## src/rtl/core/icrt_pkg.sv

```systemverilog
// Shared types and constants for the inode cache reference-count table.
package icrt_pkg;

    // Table geometry
    localparam int POOL_SIZE  = 8;
    localparam int SLOT_W     = (POOL_SIZE > 1) ? $clog2(POOL_SIZE) : 1;
    localparam int CNT_W      = $clog2(POOL_SIZE + 1);

    // Field widths
    localparam int OP_W       = 2;
    localparam int INODE_W    = 16;
    localparam int REFS_W     = 8;
    localparam int STATUS_W   = 3;
    localparam int SLOT_OUT_W = 3;
    localparam int S_TDATA_W  = 16;
    localparam int M_TDATA_W  = 16;

    typedef enum logic [OP_W-1:0] {
        OP_GET    = 2'd0,
        OP_LOCK   = 2'd1,
        OP_UNLOCK = 2'd2,
        OP_PUT    = 2'd3
    } opcode_t;

    typedef enum logic [STATUS_W-1:0] {
        ST_OK       = 3'd0,
        ST_WAIT     = 3'd1,
        ST_FULL     = 3'd2,
        ST_ABSENT   = 3'd3,
        ST_LOCKED   = 3'd4,
        ST_UNLOCKED = 3'd5,
        ST_UNREF    = 3'd6,
        ST_LIMIT    = 3'd7
    } status_t;

    typedef enum logic {
        S_IDLE = 1'b0,
        S_EXEC = 1'b1
    } ctrl_state_t;

    // Commands from the controller to the datapath
    typedef struct packed {
        logic capture;
        logic execute;
    } icrt_cmd_t;

endpackage

```

## src/rtl/core/inode_cache_refcount_table.sv

```systemverilog
// In-core inode table with reference counts, lock bits and a free queue of
// released entries. Each request beat (opcode in tuser, inode number in tdata)
// yields exactly one result beat (status in tuser, count and slot in tdata).
// A request beat is captured in the idle state; in the execute state the
// table lookup, the free-queue search and shift and the table update all
// complete and the result register loads. The next request is taken in the
// cycle after that, while the result beat may still wait for the sink; if the
// previous result is still held when a request is ready to execute, the
// request waits until that beat is taken. No clearing pass follows reset.
module inode_cache_refcount_table (
    input  logic                              clk,
    input  logic                              rst_n,
    // Request channel
    input  logic                              s_axis_tvalid,
    output logic                              s_axis_tready,
    input  logic [icrt_pkg::S_TDATA_W-1:0]    s_axis_tdata,   // [15:0] inode_id
    input  logic [icrt_pkg::OP_W-1:0]         s_axis_tuser,   // [1:0] opcode
    // Result channel
    output logic                              m_axis_tvalid,
    input  logic                              m_axis_tready,
    output logic [icrt_pkg::M_TDATA_W-1:0]    m_axis_tdata,   // [7:0] ref_count, [10:8] slot
    output logic [icrt_pkg::STATUS_W-1:0]     m_axis_tuser    // [2:0] status
);

    icrt_pkg::icrt_cmd_t                  cmd;
    logic [icrt_pkg::REFS_W-1:0]          ref_count;
    logic [icrt_pkg::SLOT_OUT_W-1:0]      slot;

    // Sequence capture and execution
    icrt_ctrl u_ctrl (
        .clk           (clk),
        .rst_n         (rst_n),
        .s_axis_tvalid (s_axis_tvalid),
        .s_axis_tready (s_axis_tready),
        .m_axis_tvalid (m_axis_tvalid),
        .m_axis_tready (m_axis_tready),
        .cmd           (cmd)
    );

    // Table, free queue and result register
    icrt_datapath u_datapath (
        .clk           (clk),
        .rst_n         (rst_n),
        .cmd           (cmd),
        .in_opcode     (s_axis_tuser),
        .in_inode_id   (s_axis_tdata[icrt_pkg::INODE_W-1:0]),
        .out_status    (m_axis_tuser),
        .out_ref_count (ref_count),
        .out_slot      (slot)
    );

    // Pack the result beat, zero-filled to whole bytes
    assign m_axis_tdata = {
        {(icrt_pkg::M_TDATA_W - icrt_pkg::REFS_W - icrt_pkg::SLOT_OUT_W){1'b0}},
        slot,
        ref_count
    };

endmodule

```

## src/rtl/core/icrt_ctrl.sv

```systemverilog
// Controller state machine: request capture, execute slot and output beat valid.
module icrt_ctrl (
    input  logic                  clk,
    input  logic                  rst_n,
    input  logic                  s_axis_tvalid,
    output logic                  s_axis_tready,
    output logic                  m_axis_tvalid,
    input  logic                  m_axis_tready,
    output icrt_pkg::icrt_cmd_t   cmd
);

    icrt_pkg::ctrl_state_t state_reg;
    icrt_pkg::ctrl_state_t state_next;
    logic                  out_valid_reg;
    logic                  out_valid_next;

    // State and output valid registers
    always_ff @(posedge clk or negedge rst_n)
    begin
        if (!rst_n)
        begin
            state_reg     <= icrt_pkg::S_IDLE;
            out_valid_reg <= 1'b0;
        end
        else
        begin
            state_reg     <= state_next;
            out_valid_reg <= out_valid_next;
        end
    end

    // Next state and commands
    always_comb
    begin
        state_next     = state_reg;
        out_valid_next = out_valid_reg;
        cmd            = '0;
        s_axis_tready  = 1'b0;

        // Drop the result beat once the sink takes it
        if (out_valid_reg && m_axis_tready)
            out_valid_next = 1'b0;

        case (state_reg)
            icrt_pkg::S_IDLE:
            begin
                s_axis_tready = 1'b1;
                if (s_axis_tvalid)
                begin
                    cmd.capture = 1'b1;
                    state_next  = icrt_pkg::S_EXEC;
                end
            end
            icrt_pkg::S_EXEC:
            begin
                // Run the request only when the output register is free or its beat is being taken
                if (!out_valid_reg || m_axis_tready)
                begin
                    cmd.execute    = 1'b1;
                    out_valid_next = 1'b1;
                    state_next     = icrt_pkg::S_IDLE;
                end
            end
            default:
            begin
                state_next = icrt_pkg::S_IDLE;
            end
        endcase
    end

    assign m_axis_tvalid = out_valid_reg;

    // A request that executes leaves a result beat and returns to idle
    assert property (@(posedge clk) disable iff (!rst_n)
        cmd.execute |=> (out_valid_reg && state_reg == icrt_pkg::S_IDLE))
        else $error("execute did not produce a result beat");

    // Capture and execute never coincide
    assert property (@(posedge clk) disable iff (!rst_n)
        !(cmd.capture && cmd.execute))
        else $error("capture and execute in the same cycle");

endmodule

```

## src/rtl/core/icrt_datapath.sv

```systemverilog
// Datapath: inode table, free queue, request register and result register.
module icrt_datapath (
    input  logic                               clk,
    input  logic                               rst_n,
    input  icrt_pkg::icrt_cmd_t                cmd,
    input  logic [icrt_pkg::OP_W-1:0]          in_opcode,
    input  logic [icrt_pkg::INODE_W-1:0]       in_inode_id,
    output logic [icrt_pkg::STATUS_W-1:0]      out_status,
    output logic [icrt_pkg::REFS_W-1:0]        out_ref_count,
    output logic [icrt_pkg::SLOT_OUT_W-1:0]    out_slot
);

    localparam int N     = icrt_pkg::POOL_SIZE;
    localparam int SW    = icrt_pkg::SLOT_W;
    localparam int CW    = icrt_pkg::CNT_W;
    localparam int RW    = icrt_pkg::REFS_W;

    // Request register
    icrt_pkg::opcode_t                 req_op_reg;
    logic [icrt_pkg::INODE_W-1:0]      req_id_reg;

    // Table state
    logic                              valid_reg  [N];
    logic [icrt_pkg::INODE_W-1:0]      inode_reg  [N];
    logic [RW-1:0]                     refs_reg   [N];
    logic                              locked_reg [N];

    // Free queue, head at position 0
    logic [SW-1:0]                     queue_reg  [N];
    logic [SW-1:0]                     queue_next [N];
    logic [CW-1:0]                     qcount_reg;
    logic [CW-1:0]                     qcount_next;

    // Result register
    icrt_pkg::status_t                 status_reg;
    logic [RW-1:0]                     ref_out_reg;
    logic [icrt_pkg::SLOT_OUT_W-1:0]   slot_out_reg;

    // Lookup
    logic                              hit;
    logic [SW-1:0]                     hit_slot;
    logic                              free_any;
    logic [SW-1:0]                     free_slot;
    logic [RW-1:0]                     cur_refs;
    logic                              cur_locked;

    // Decision
    icrt_pkg::status_t                 status_next;
    logic [RW-1:0]                     res_refs;
    logic [SW-1:0]                     act_slot;
    logic                              fill;
    logic                              set_refs;
    logic [RW-1:0]                     new_refs;
    logic                              set_lock;
    logic                              new_lock;
    logic                              do_remove;
    logic                              do_append;

    // Queue removal
    logic                              rm_found;
    logic [SW-1:0]                     rm_pos;

    // Capture the request beat
    always_ff @(posedge clk)
    begin
        if (cmd.capture)
        begin
            req_op_reg <= icrt_pkg::opcode_t'(in_opcode);
            req_id_reg <= in_inode_id;
        end
    end

    // Associative lookup and lowest unused slot
    always_comb
    begin
        hit       = 1'b0;
        hit_slot  = '0;
        free_any  = 1'b0;
        free_slot = '0;
        for (int i = N - 1; i >= 0; i--)
        begin
            if (valid_reg[i] && inode_reg[i] == req_id_reg)
            begin
                hit      = 1'b1;
                hit_slot = SW'(i);
            end
            if (!valid_reg[i])
            begin
                free_any  = 1'b1;
                free_slot = SW'(i);
            end
        end
        cur_refs   = refs_reg[hit_slot];
        cur_locked = locked_reg[hit_slot];
    end

    // Decide the outcome of the request
    always_comb
    begin
        status_next = icrt_pkg::ST_OK;
        res_refs    = cur_refs;
        act_slot    = hit_slot;
        fill        = 1'b0;
        set_refs    = 1'b0;
        new_refs    = cur_refs;
        set_lock    = 1'b0;
        new_lock    = cur_locked;
        do_remove   = 1'b0;
        do_append   = 1'b0;

        if (req_op_reg != icrt_pkg::OP_GET && !hit)
        begin
            status_next = icrt_pkg::ST_ABSENT;
            res_refs    = '0;
            act_slot    = '0;
        end
        else
        begin
            case (req_op_reg)
                icrt_pkg::OP_GET:
                begin
                    if (hit)
                    begin
                        if (cur_locked)
                            status_next = icrt_pkg::ST_WAIT;
                        else if (cur_refs == '1)
                            status_next = icrt_pkg::ST_LIMIT;
                        else
                        begin
                            // A zero-count entry leaves the free queue
                            do_remove = (cur_refs == '0);
                            set_refs  = 1'b1;
                            new_refs  = cur_refs + RW'(1);
                            res_refs  = new_refs;
                        end
                    end
                    else if (free_any)
                    begin
                        act_slot = free_slot;
                        fill     = 1'b1;
                        res_refs = RW'(1);
                    end
                    else if (qcount_reg != '0)
                    begin
                        // Evict the least recently released entry
                        act_slot  = queue_reg[0];
                        fill      = 1'b1;
                        do_remove = 1'b1;
                        res_refs  = RW'(1);
                    end
                    else
                    begin
                        status_next = icrt_pkg::ST_FULL;
                        res_refs    = '0;
                        act_slot    = '0;
                    end
                end
                icrt_pkg::OP_LOCK:
                begin
                    if (cur_locked)
                        status_next = icrt_pkg::ST_LOCKED;
                    else
                    begin
                        set_lock = 1'b1;
                        new_lock = 1'b1;
                    end
                end
                icrt_pkg::OP_UNLOCK:
                begin
                    if (!cur_locked)
                        status_next = icrt_pkg::ST_UNLOCKED;
                    else
                    begin
                        set_lock = 1'b1;
                        new_lock = 1'b0;
                    end
                end
                icrt_pkg::OP_PUT:
                begin
                    if (cur_locked)
                        status_next = icrt_pkg::ST_LOCKED;
                    else if (cur_refs == '0)
                    begin
                        status_next = icrt_pkg::ST_UNREF;
                        res_refs    = '0;
                    end
                    else
                    begin
                        // Queue the entry at the tail when its count reaches zero
                        set_refs  = 1'b1;
                        new_refs  = cur_refs - RW'(1);
                        res_refs  = new_refs;
                        do_append = (new_refs == '0);
                    end
                end
                default:
                begin
                    status_next = icrt_pkg::ST_ABSENT;
                    res_refs    = '0;
                    act_slot    = '0;
                end
            endcase
        end
    end

    // Free queue update: remove one slot with shift, or append at the tail
    always_comb
    begin
        rm_found = 1'b0;
        rm_pos   = '0;
        for (int j = N - 1; j >= 0; j--)
        begin
            if (CW'(j) < qcount_reg && queue_reg[j] == act_slot)
            begin
                rm_found = 1'b1;
                rm_pos   = SW'(j);
            end
        end

        for (int j = 0; j < N; j++)
            queue_next[j] = queue_reg[j];
        qcount_next = qcount_reg;

        if (do_remove && rm_found)
        begin
            for (int j = 0; j < N - 1; j++)
            begin
                if (SW'(j) >= rm_pos)
                    queue_next[j] = queue_reg[j + 1];
            end
            qcount_next = qcount_reg - CW'(1);
        end
        else if (do_append && qcount_reg < CW'(N))
        begin
            queue_next[qcount_reg[SW-1:0]] = act_slot;
            qcount_next = qcount_reg + CW'(1);
        end
    end

    // Table control state
    always_ff @(posedge clk or negedge rst_n)
    begin
        if (!rst_n)
        begin
            for (int i = 0; i < N; i++)
            begin
                valid_reg[i]  <= 1'b0;
                refs_reg[i]   <= '0;
                locked_reg[i] <= 1'b0;
            end
            qcount_reg <= '0;
        end
        else if (cmd.execute)
        begin
            if (fill)
            begin
                valid_reg[act_slot]  <= 1'b1;
                refs_reg[act_slot]   <= RW'(1);
                locked_reg[act_slot] <= 1'b0;
            end
            if (set_refs)
                refs_reg[act_slot] <= new_refs;
            if (set_lock)
                locked_reg[act_slot] <= new_lock;
            qcount_reg <= qcount_next;
        end
    end

    // Inode numbers and queue contents
    always_ff @(posedge clk)
    begin
        if (cmd.execute)
        begin
            if (fill)
                inode_reg[act_slot] <= req_id_reg;
            for (int j = 0; j < N; j++)
                queue_reg[j] <= queue_next[j];
        end
    end

    // Result register
    always_ff @(posedge clk)
    begin
        if (cmd.execute)
        begin
            status_reg   <= status_next;
            ref_out_reg  <= res_refs;
            slot_out_reg <= icrt_pkg::SLOT_OUT_W'(act_slot);
        end
    end

    assign out_status    = status_reg;
    assign out_ref_count = ref_out_reg;
    assign out_slot      = slot_out_reg;

    // Free queue never holds more slots than the table has
    assert property (@(posedge clk) disable iff (!rst_n)
        qcount_reg <= CW'(N))
        else $error("free queue count beyond pool size");

    // A successful get always leaves a nonzero count
    assert property (@(posedge clk) disable iff (!rst_n)
        (cmd.execute && req_op_reg == icrt_pkg::OP_GET
            && status_next == icrt_pkg::ST_OK) |=> (ref_out_reg != '0))
        else $error("get returned zero count");

    // Absent and full results carry zero count and slot
    assert property (@(posedge clk) disable iff (!rst_n)
        (cmd.execute && (status_next == icrt_pkg::ST_ABSENT
            || status_next == icrt_pkg::ST_FULL))
            |=> (ref_out_reg == '0 && slot_out_reg == '0))
        else $error("absent or full result with nonzero fields");

    // Removal from the queue only happens for a queued slot
    assert property (@(posedge clk) disable iff (!rst_n)
        (cmd.execute && do_remove) |-> rm_found)
        else $error("removal of a slot that is not queued");

endmodule
```

## config.mk

```make
export PLATFORM = sky130hd
export DESIGN_NAME = inode_cache_refcount_table
export DESIGN_NICKNAME = d
export VERILOG_FILES = /design/src/rtl/core/icrt_pkg.sv /design/src/rtl/core/inode_cache_refcount_table.sv /design/src/rtl/core/icrt_ctrl.sv /design/src/rtl/core/icrt_datapath.sv
export SDC_FILE = /design/constraint.sdc
export NUM_CORES = 1
export LEC_CHECK = 0
export BUFFER_PORTS_ARGS = -buffer_cell sky130_fd_sc_hd__buf_2
export CELL_PAD_IN_SITES_DETAIL_PLACEMENT = 1
export CELL_PAD_IN_SITES_GLOBAL_PLACEMENT = 2
export CORE_UTILIZATION = 39
export DETAILED_ROUTE_END_ITERATION = 6
export GPL_TIMING_DRIVEN = 0
export PLACE_DENSITY_LB_ADDON = 0.1
export SLEW_MARGIN = 15
export SYNTH_ARGS = -nofsm -noshare
export SYNTH_HDL_FRONTEND = slang
export SYNTH_SLANG_ARGS = --single-unit
```

## constraint.sdc

```tcl
create_clock -name clk -period 5.1 [get_ports clk]
set_input_delay 0.255 -clock clk [delete_from_list [all_inputs] [get_ports clk]]
set_output_delay 0.255 -clock clk [all_outputs]
set_load 0.01 [all_outputs]
```

After elaboration in Yosys (flattened, before gate mapping)
Memory sizes are Yosys's and may differ from the RTL's. Cells that the tools add are included.

$add $sub $neg: 4. $lt $le $gt $ge: 21. Equality and inequality tests: 20. Mux-type cells: 152. Bitwise gates (word level): 10. Reductions and logical operators: 33.

Operators by type and width (number): 64-bit 2-to-1 mux (3); 3-bit 2-to-1 mux (46); 16-bit == test (8); 8-bit 2-to-1 mux (16); 1-bit 2-to-1 mux (67); 64-bit bitwise mux (1); 56-bit bitwise AND (1); 56-bit inverter (1); 8-bit case mux with 2 select lines (2); 8-bit binary-select mux with 3-bit select (1); 24-bit bitwise mux (1); 8-bit demux with 3-bit select (1); 3-bit == test (8); 24-bit 2-to-1 mux (1); 1-bit logical AND (22); 21-bit 2-to-1 mux (1); 8-bit logical NOT (2); 3-bit by 4-bit less-than comparator with 1-bit output, first input constant (4); 8-bit bitwise OR (2); 4-bit greater-or-equal comparator, second input constant (3); 3-bit inverter with 4-bit output (3); 3-bit case mux with 4 select lines (1); 3-bit demux with 3-bit select (1); 3-bit greater-or-equal comparator, first input constant (3); other kinds (28) (41).

Flip-flop bits (word level): 118. Bits in writable memories: 152. Input bits: 22. Logic and storage cells: 274. Memories: 2.

Memory list: u_datapath.inode_reg (depth 8, bits a word 16, read ports 8, clocked after memory_dff 0, wr ports 1, line icrt_datapath.sv:24) `logic [icrt_pkg::INODE_W-1:0] inode_reg [N];`; u_datapath.queue_reg (depth 8, bits a word 3, read ports 8, clocked after memory_dff 0, wr ports 8, line icrt_datapath.sv:29) `logic [SW-1:0] queue_reg [N];`.

Depth between registers and ports, before layout
Gate-level depths: netlist (run 1). An unclocked memory read counts as a cell.

Depth in word-level cells: 27. Depth in mapped cells: 23. Mapped depth without buffers: 19.

Cells and area by module
A second synthesis (run 1) with hierarchy kept.

Cells, all modules: 1348. Area, all modules: 14522.7 µm².

By module, submodules not included: icrt_datapath (instances 1, cells each 1334, area each 14387.5 µm², seq. area each 7627.3 µm²); icrt_ctrl (instances 1, cells each 8, area each 93.8 µm², seq. area each 50.0 µm²); inode_cache_refcount_table (instances 1, cells each 6, area each 41.3 µm², seq. area each 0.0 µm²).

Worst setup path before layout (run 1)
No wires, ideal clock.

Kind: register to register. Start: register, netlist name u_datapath.req_id_reg[7]. End: memory u_datapath.queue_reg[1][0] (netlist name), enable pin. Arrival time: 4865 ps. Path slack: -110 ps. Cell stages (with the launch flop): 21. Cell sequence: edfxtp_1 buf_4 xor2_1 or4b_1 or4_4 o22a_1 buf_2 buf_6 nand2_2 or2_2 o221ai_1 o31a_1 buf_4 clkinv_1 ha_1 nand2_1 or4b_1 a211oi_2 o211a_4 o21ai_1 nor3_1.

RTL lines (line): to (decl) (icrt_datapath.sv:29).

==> results of run 1 <==
==> through the flow <==
step,power (uW),setup slack [ps],util,hold WS (ps),TNS [ps]
floorplan,3510,24.9,-,-40.6,0
global placement,3980,-1580,0.416,431,-299810
detailed placement,4010,-1580,0.420,237,-163320
CTS,6630,2.15,0.484,205,0
global route,7000,-202,0.517,260,-9700
finish,6750,-56.8,0.517,223,-381
==> cells by family (layout without fill, tap and decap cells) <==
kind of cell / count (synthesis) / in the layout
AND/OR/NAND/NOR: 409 / 409
AO/OA/AOI/OAI: 316 / 316
flip-flops: 270 / 270
XOR/XNOR: 152 / 152
buffers and inverters: 89 / 320
adder cells (fa/ha/maj): 12 / 12
multiplexers: 11 / 11
other: 1 / 5
==> cell type report <==
cell class | instances | share of cell area
plain buffers | 61 | 0.0268
multi-input cells | 905 | 0.396
repair buffers | 172 | 0.0747
clock inverters | 20 | 0.0115
clock buffers | 42 | 0.0478
inverters | 25 | 0.00603
well taps | 468 | 0.0310
flip-flops and latches | 270 | 0.407
==> report_power, final <==
group / leakage (uW) / total [uW] / switching, uW / internal (uW)
Combinational: 0.00352 / 1660 / 1070 / 585
Clock: 0.000550 / 2460 / 984 / 1470
Sequential: 0.00288 / 2630 / 93.4 / 2540
==> cell usage after synthesis (13+ instances only) <==
master and count:
nor2_1 67, nor3_1 28, a21oi_1 58, o21ai_1 16
xnor2_1 118, nand4_1 45, nand3_1 39, dfrtp_1 86
nand2b_1 21, and3_1 14, xor2_1 34, buf_2 30
clkbuf_1 14, or2_2 14, o21ai_0 51, o2bb2ai_1 51
nand2_1 91, o22ai_1 15, inv_1 21, edfxtp_1 184
buf_4 13
==> metal layers <==
layer | up-vias | global-route usage | share of wire | wire (um)
met3 | 103 | 0.0384 | 0.037 | 1830
met4 | 0 | 0.110 | 0.035 | 1750
met2 | 264 | 0.429 | 0.48 | 23900
met1 | 5798 | 0.347 | 0.45 | 22400
met5 | - | 0 | 0 | 0
li1 | 5216 | - | - | -
==> critical path, stage by stage, from the launching register on <==
cell and delay [ps]:
edfxtp_1 440, buf_6 170, xnor2_4 170, or4b_4 530, or4_4 500, o22ai_4 300
buf_6 150, buf_6 80, nand2_2 60, o32a_1 220, o2111ai_2 120, o31ai_4 150
clkinv_4 130, buf_4 150, ha_4 130, nand2_2 50, or4b_4 500, a211oi_4 190
o211a_4 300, nand2_2 60, mux2_4 300, nor2_4 140
==> path summary, 6_finish.rpt <==
kind	startpoint	to	slack [ps]	cells after the start
hold reg to reg	u_datapath.refs_reg[12]	u_datapath.refs_reg[12]	480	1
min in group clk	s_axis_tdata[4]	u_datapath.req_id_reg[4]	420	2
max in group asynchronous	rst_n	u_ctrl.m_axis_tvalid	4220	3
setup reg to reg	u_datapath.req_id_reg[6]	u_datapath.queue_reg[0][2]	-60	21
setup / recovery	u_datapath.req_id_reg[6]	u_datapath.queue_reg[0][2]	-60	21
hold / removal	rst_n	u_datapath.refs_reg[24]	220	2
==> timing repair <==
| action | in CTS | in global routing |
|---|---|---|
| gates cloned | 0 | 1 |
| gates resized for setup | 110 | 147 |
| buffers inserted | 56 | 53 |
| endpoints found under the setup margin | 240 | 132 |
| endpoints found under the hold margin | 51 | 0 |
| hold buffers | 21 | 0 |
| pin swaps | 31 | 35 |
==> summary.md, run 1 <==
| Metric | Value |
|---|---|
| Status | `complete, but fails checks` |
| Failing checks | `setup timing` |
| First-pass GRT wire length | `73.4 mm` |
| CTS tree | `built` |
| Post-synthesis instance total | `1260` |
| Max VDD drop | `0.288 mV` |
| DRT antenna net count | `0` |
| Multi-input logic area | `7470 um^2` |
| Top FF cell, synth | `edfxtp_1` |
| DRC viols | `0` |
| Largest net degree at the start of global routing | `56` |
| Hold Crit Class | `in -> async` |
| Max-slew violation count | `0` |
| Leak | `0.00695 uW` |
| Leading area contributor after synthesis | `edfxtp_1` |
| Vias in the first global route | `11700` |
| Detailed placement HPWL | `35.0 mm` |
| Tmin final | `5160 ps` |
| Cell area after layout | `18900 um^2` |
| Core area | `36500 um^2` |
| # nets final | `1503` |
| Sequential share of the synthesized area | `0.533` |
| Largest fanout on the critical path | `8` |
| Grt ovf | `0` |
| DR WL/cell | `25.4 um` |
| Synth top area share | `0.383` |
| Port Buffers | `37` |
| Synth Cell Area | `14400 um^2` |
| First-pass detailed-route iteration total | `5` |
| Vias/cell | `5.80` |
| Worst skew pair latency | `550 ps` |
| Antenna violations before repair | `1` |
| H-tree depth | `2` |
| Critical Path RT | `5340 ps` |
| DR iter-0 viols | `770` |
| Die width | `194 um` |
| Finish-stage setup viols | `13` |
| Slew at the pin closest to its max-slew limit | `1090 ps` |
| Longest Clk Path Bufs | `3` |
| CP Class | `reg -> reg` |
| Ys async rst share | `0.319` |
| RSZ-0062 raised after global routing | `yes` |
| CTS Buf Count | `34` |
| Die height | `194 um` |
| DRT Wirelength | `49.9 mm` |
| Total GRT Usage | `0.262` |
| Power Density | `357 nW/um^2` |
| CP arrival | `5400 ps` |
| Most frequent cells in the layout | `edfxtp_1, buf_4, dfrtp_1` |
| Multiplexer share of the synthesized area | `0.00799` |
| Final WS setup | `-56.8 ps` |
| Max cap viols | `0` |
| Dominant cells by area after synthesis | `edfxtp_1, dfrtp_1, xnor2_1` |
| Placed instance area | `15300 um^2` |
| Row Count | `70` |
| Startpoint Class | `register` |
| Max Clk Rate | `194 MHz` |
| Die Footprint | `37700 um^2` |
| Filler Cell Count | `3762` |
| Post-Synth Adder-Cell Area | `0.0104` |
| Synthesized flop and latch total | `270` |
| # placed instances | `1773` |
| Layout cells sized above 1 | `0.314` |
| Final Non-Filler Cells | `1963` |
| Worst slew margin | `0.267` |
| Part of the cycle the worst path needs | `1.01` |
| Max FFs per register | `128` |
| Compound-cell area share of the yosys netlist | `0.167` |
| Yosys Warn Count | `0` |
| Post-Synth XOR/XNOR Area | `0.0924` |
| P&R area growth vs syn | `31.0%` |
| Sink Count | `270` |
| Starting Density | `0.395` |
| Largest family of logic cells by synthesized area | `compound AO/OA/AOI/OAI gates` |
| Syn avg cell area | `11.4 um^2` |
| Root buffer cell | `clkbuf_16` |
| Final Hold Fails | `0` |
| I/O Pins | `43` |
| Reg clk slew, reported paths | `50 ps` |
| Post-synth EDFFs | `184` |
| Synth Area in Simple Gates | `0.156` |
| Clock Skew | `22.1 ps` |
| Vias | `11400` |
| Yosys cell types | `108` |
| Most common cell after layout, fill and taps aside | `edfxtp_1` |
| Gpl congestion | `0.887` |
| Register Area | `7680 um^2` |
| Diode count | `0` |
| Worst Setup End Kind | `register` |
(Power assumes the default switching activity.)
==> run 2, diff against run 1 <==
CELL_PAD_IN_SITES_DETAIL_PLACEMENT = 2   (was 1)
SLEW_MARGIN = 40   (was 15)
==> summary.md, run 2 (same netlist as run 1, synthesis figures left out) <==
| Metric | Value |
|---|---|
| Most common cell after layout, fill and taps aside | `edfxtp_1` |
| DRT antenna net count | `0` |
| Internal power | `4540 uW` |
| Max VDD drop | `0.517 mV` |
| Total GRT Usage | `0.298` |
| Die width | `194 um` |
| Crit-path cells | `buf_6 -> xor2_1 -> or4b_4 -> or4_4 -> o22ai_4 -> buf_4 -> nand2_2 -> o32a_1 -> o2111ai_4 -> o31a_1 -> buf_6 -> ha_4 -> o21a_4 -> nand3_4 -> o41ai_4 -> and3_4 -> buf_8 -> buf_8 -> o21ai_1 -> a21oi_2` |
| Diode count | `0` |
| Register-to-register path setup slack | `-160 ps` |
| H-tree depth | `1` |
| Worst Setup End Kind | `register` |
| Sequential power share | `0.386` |
| Sink Count | `270` |
| Grt ovf | `0` |
| I/O Pins | `43` |
| RSZ-0062 raised after global routing | `yes` |
| First-pass detailed-route iteration total | `5` |
| Largest net degree at the start of global routing | `56` |
| Total power | `6840 uW` |
| Launch point of the worst reg-to-reg path | `u_datapath.req_id_reg[8]` |
| Finish-stage setup viols | `81` |
| Vias in the first global route | `13000` |
| Detailed placement HPWL | `38.5 mm` |
| Filler Cell Count | `3470` |
| Final Hold Fails | `0` |
| Tmin final | `5260 ps` |
| Clock Skew | `17.6 ps` |
| CTS tree | `built` |
| CTS Buf Count | `31` |
| Starting Density | `0.395` |
| Combinational share of power | `0.264` |
| Port Buffers | `37` |
| Clock power frac | `0.350` |
| Row Count | `70` |
| Max cap viols | `0` |
| CP max stage delay | `580 ps` |
| Gpl congestion | `0.887` |
| Root buffer cell | `clkbuf_16` |
| Slew at the pin closest to its max-slew limit | `1070 ps` |
| Vias/cell | `6.05` |
| Reg clk slew, reported paths | `60 ps` |
| # nets final | `1534` |
| Power Density | `354 nW/um^2` |
| DRC viols | `0` |
| Leak | `0.00713 uW` |
| Setup_tns | `-4300 ps` |
| Failing checks | `setup timing` |
| CP arrival | `5550 ps` |
| DR iter-0 viols | `736` |
| Hold Crit Class | `in -> async` |
| CP Class | `reg -> reg` |
| Sw power | `2300 uW` |
| Longest Clk Path Bufs | `3` |
| Final hold slack | `112 ps` |
| Core area | `36500 um^2` |
| Slowest-stage cell, CP | `or4b_4` |
| Worst slew margin | `0.282` |
| Max-slew violation count | `0` |
| Status | `complete, but fails checks` |
| Critical Path RT | `5390 ps` |
| Pre-CTS WS | `-1610 ps` |
| Reg2reg path depth | `20` |
| Largest fanout on the critical path | `10` |
| DRT Wirelength | `59.3 mm` |
| Max FFs per register | `128` |
| Most frequent cells in the layout | `edfxtp_1, buf_4, dfrtp_1` |
| Part of the cycle the worst path needs | `1.03` |
| Max Clk Rate | `190 MHz` |
| Vias | `12000` |
| RR Endpoint | `u_datapath.queue_reg[0][6]` |
| Die height | `194 um` |
| Die Footprint | `37700 um^2` |
| Sw Ratio | `0.336` |
| P&R area growth vs syn | `34.0%` |
| Final WS setup | `-159 ps` |
| Worst skew pair latency | `610 ps` |
| Startpoint Class | `register` |
| Layout cells sized above 1 | `0.335` |
| DR WL/cell | `29.7 um` |
| Antenna violations before repair | `0` |
| First-pass GRT wire length | `84.1 mm` |
## run 2: cell count changes in the layout (fill, tap and decap cells not counted), moves of 3 or more
cell and delta:
buf_4 +25, clkinvlp_4 +9, clkbuf_1 -7, a21oi_2 +6
buf_8 +6, buf_16 +5, nand2_2 -5, a21oi_1 -4
clkbuf_16 -4, clkbuf_4 -3, nand2_1 +3, xnor2_1 -3
xor2_2 -3
## run 2: metrics by stage
stage / std cells / area (um^2) / util
floorplan: 1264 / 14400 / -
finish: 1992 / 19300 / 0.529
global placement: 1769 / 15200 / 0.416
global route: 1992 / 19300 / 0.529
detailed placement: 1781 / 15500 / 0.426
CTS: 1930 / 18100 / 0.495
## run 2: cell type report
cell class,instances,area (um^2),share of cell area
multi-input combinational,905,7540,0.390
inverter,25,114,0.00590
sequential,270,7680,0.398
clock inverter,25,285,0.0148
tap,468,586,0.0303
buffer,61,507,0.0262
timing repair buffer,206,1820,0.0943
clock buffer,32,779,0.0404
## run 2: metal layers
metal	vias to the layer above	global-route usage	share of wire
met5	-	0	0
met4	0	0.119	0.049
met3	153	0.0320	0.038
met2	370	0.515	0.50
met1	6253	0.381	0.41
li1	5268	-	-
## run 2: worst max-delay path, delay by kind of cell (launching register included)
kind	cells	cell delay (ps)
AND/OR/NAND/NOR	5	1590
adder cells (fa/ha/maj)	1	140
buffers and inverters	5	820
XOR/XNOR	1	200
AO/OA/AOI/OAI	8	1760
flip-flops	1	410
## run 2: timing repair
action	4_1_cts	5_1_grt
endpoints found under the hold margin	106	0
buffers inserted	73	62
pin swaps	33	57
resized for setup	129	140
setup endpoints to repair	221	126
hold buffers	21	0
gates cloned	0	1
## run 2: power by group through the flow
| stage | Sequential (uW) | Combinational, uW | Clock, uW |
|---|---|---|---|
| 4_1_cts | 2630 | 1610 | 2400 |
| 3_3_place_gp | 2700 | 1280 | 0 |
| 5_1_grt | 2650 | 1900 | 2480 |
| 2_1_floorplan | 2680 | 831 | 0 |
| 3_5_place_dp | 2710 | 1380 | 0 |
| 6_report | 2640 | 1800 | 2400 |
## run 2: worst max-delay path by stage
stage | from | end | slack (ps) | cells after the start
floorplan | u_datapath.req_id_reg[7] | u_datapath.queue_reg[0][0] | 20 | 21
global placement | u_datapath.req_id_reg[4] | u_datapath.queue_reg[1][6] | -1580 | 18
detailed placement | u_datapath.req_id_reg[4] | u_datapath.queue_reg[0][7] | -1610 | 19
CTS | u_datapath.req_id_reg[7] | u_datapath.refs_reg[24] | -20 | 20
global route | u_datapath.req_id_reg[7] | u_datapath.queue_reg[0][5] | -280 | 23
finish | u_datapath.req_id_reg[8] | u_datapath.queue_reg[0][6] | -160 | 20
==> run 3, diff against run 2 <==
CELL_PAD_IN_SITES_DETAIL_PLACEMENT = 1   (was 2)
CELL_PAD_IN_SITES_GLOBAL_PLACEMENT = 1   (was 2)
CORE_UTILIZATION = 46   (was 39)
HOLD_SLACK_MARGIN = 0.05   (was not set)
==> summary.md, run 3 (same netlist as run 1, synthesis figures left out) <==
| Metric | Value |
|---|---|
| Status | `complete, but fails checks` |
| Failing checks | `setup timing` |
| Core area | `30700 um^2` |
| Root buffer cell | `clkbuf_16` |
| Antenna violations before repair | `0` |
| Hold Crit Class | `in -> async` |
| Top Family by Delay on Critical Path | `simple AND/OR/NAND/NOR gates` |
| Slew at the pin closest to its max-slew limit | `1050 ps` |
| Diode count | `0` |
| Setup_tns | `-1430 ps` |
| CP Class | `reg -> reg` |
| Final Util | `0.607` |
| Crit-path cells | `buf_6 -> xor2_4 -> or4b_4 -> or4_4 -> or2_4 -> o2111a_2 -> nor2_4 -> mux2_2 -> o21ai_4 -> buf_4 -> or4b_1 -> a211oi_2 -> o211a_4 -> buf_8 -> nand3b_1 -> a21oi_2` |
| DRT Wirelength | `50.3 mm` |
| Part of the cycle the worst path needs | `1.02` |
| Largest fanout on the critical path | `9` |
| Total power | `6470 uW` |
| Crit path buffers/inverters | `3` |
| Pre-CTS WS | `-1400 ps` |
| Grt ovf | `0` |
| Max FFs per register | `128` |
| CTS Buf Count | `31` |
| Tmin final | `5210 ps` |
| Detailed placement HPWL | `34.7 mm` |
| Worst Setup End Kind | `register` |
| Most frequent cells in the layout | `edfxtp_1, buf_4, xnor2_1` |
| Final Hold Fails | `0` |
| Die Footprint | `32000 um^2` |
| Filler Cell Count | `3090` |
| Largest net degree at the start of global routing | `56` |
| H-tree depth | `1` |
| DRC viols | `0` |
| Max VDD drop | `0.335 mV` |
| First-pass detailed-route iteration total | `6` |
| P&R area growth vs syn | `29.2%` |
| Final hold slack | `121 ps` |
| Total GRT Usage | `0.306` |
| Finish-stage setup viols | `27` |
| # nets final | `1513` |
| Port Buffers | `37` |
| Vias/cell | `6.20` |
| Clock Skew | `16.5 ps` |
| CP arrival | `5500 ps` |
| First-pass GRT wire length | `72.4 mm` |
| Gpl congestion | `0.934` |
| CTS tree | `built` |
| Power Density | `348 nW/um^2` |
| RSZ-0062 raised after global routing | `yes` |
| DR iter-0 viols | `986` |
| Startpoint Class | `register` |
| Row Count | `64` |
| Leak | `0.00691 uW` |
| Final WS setup | `-111 ps` |
| Max-slew violation count | `0` |
| Vias in the first global route | `11800` |
| Reg clk slew, reported paths | `60 ps` |
| Layout cells sized above 1 | `0.301` |
| Longest Clk Path Bufs | `3` |
| Max Clk Rate | `192 MHz` |
| DR WL/cell | `26.5 um` |
| Max cap viols | `0` |
| Die height | `179 um` |
| CP max stage delay | `590 ps` |
| Die width | `179 um` |
| DRT antenna net count | `0` |
| Sink Count | `270` |
| I/O Pins | `43` |
| Slowest-stage cell, CP | `or4b_4` |
| Starting Density | `0.470` |
| Worst slew margin | `0.294` |
| Critical Path RT | `5390 ps` |
| Worst skew pair latency | `600 ps` |
| Vias | `11800` |
| Most common cell after layout, fill and taps aside | `edfxtp_1` |
## run 3: worst reg2reg max path: stages (launching register included)
cell	delay (ps)
edfxtp_1	430
buf_6	160
xor2_4	180
or4b_4	590
or4_4	490
or2_4	290
o2111a_2	190
nor2_4	210
mux2_2	390
o21ai_4	280
buf_4	170
or4b_1	460
a211oi_2	260
o211a_4	320
buf_8	180
nand3b_1	100
a21oi_2	210
## run 3: report_power, final
part           internal, uW  total [uW]  leakage, uW  switching (uW)
logic                   571        1640      0.00356            1070
clock network          1220        2190     0.000475             965
registers              2540        2640      0.00288             105
## run 3: area by class of cell
class | count | area (um^2) | area share
inverter | 25 | 111 | 0.00598
clock buffer | 35 | 791 | 0.0425
clock inverter | 23 | 190 | 0.0102
tap | 396 | 495 | 0.0266
sequential | 270 | 7680 | 0.412
timing repair buffer | 183 | 1570 | 0.0843
multi-input combinational | 906 | 7280 | 0.391
buffer | 62 | 503 | 0.0270
## run 3: worst paths after layout
kind | depth (start not counted) | start | slack (ps) | to
max reg2reg | 16 | u_datapath.req_id_reg[7] | -110 | u_datapath.queue_reg[0][3]
min reg2reg | 1 | u_datapath.refs_reg[12] | 480 | u_datapath.refs_reg[12]
max | 16 | u_datapath.req_id_reg[7] | -110 | u_datapath.queue_reg[0][3]
min | 2 | rst_n | 120 | u_datapath.refs_reg[43]
max in group asynchronous | 3 | rst_n | 4370 | u_datapath.locked_reg[5]
min in group clk | 2 | s_axis_tdata[8] | 370 | u_datapath.req_id_reg[8]
## run 3: routing by layer
layer / track usage / vias to the layer above / share of wire
met1: 0.409 / 5992 / 0.42
met5: 0 / - / 0
met2: 0.502 / 420 / 0.48
met4: 0.125 / 0 / 0.046
met3: 0.0411 / 134 / 0.060
li1: - / 5230 / -
## run 3: repair_timing
item	CTS	global route
pin swaps	30	45
endpoints found under the hold margin	106	0
resized for setup	98	118
endpoints found under the setup margin	152	119
gates cloned	0	1
buffers inserted	57	57
hold buffers	21	0
## run 3: stage by stage
step,std cells,area [um^2]
detailed placement,1708,15400
floorplan,1264,14400
global route,1900,18600
finish,1900,18600
CTS,1843,17600
global placement,1697,15100
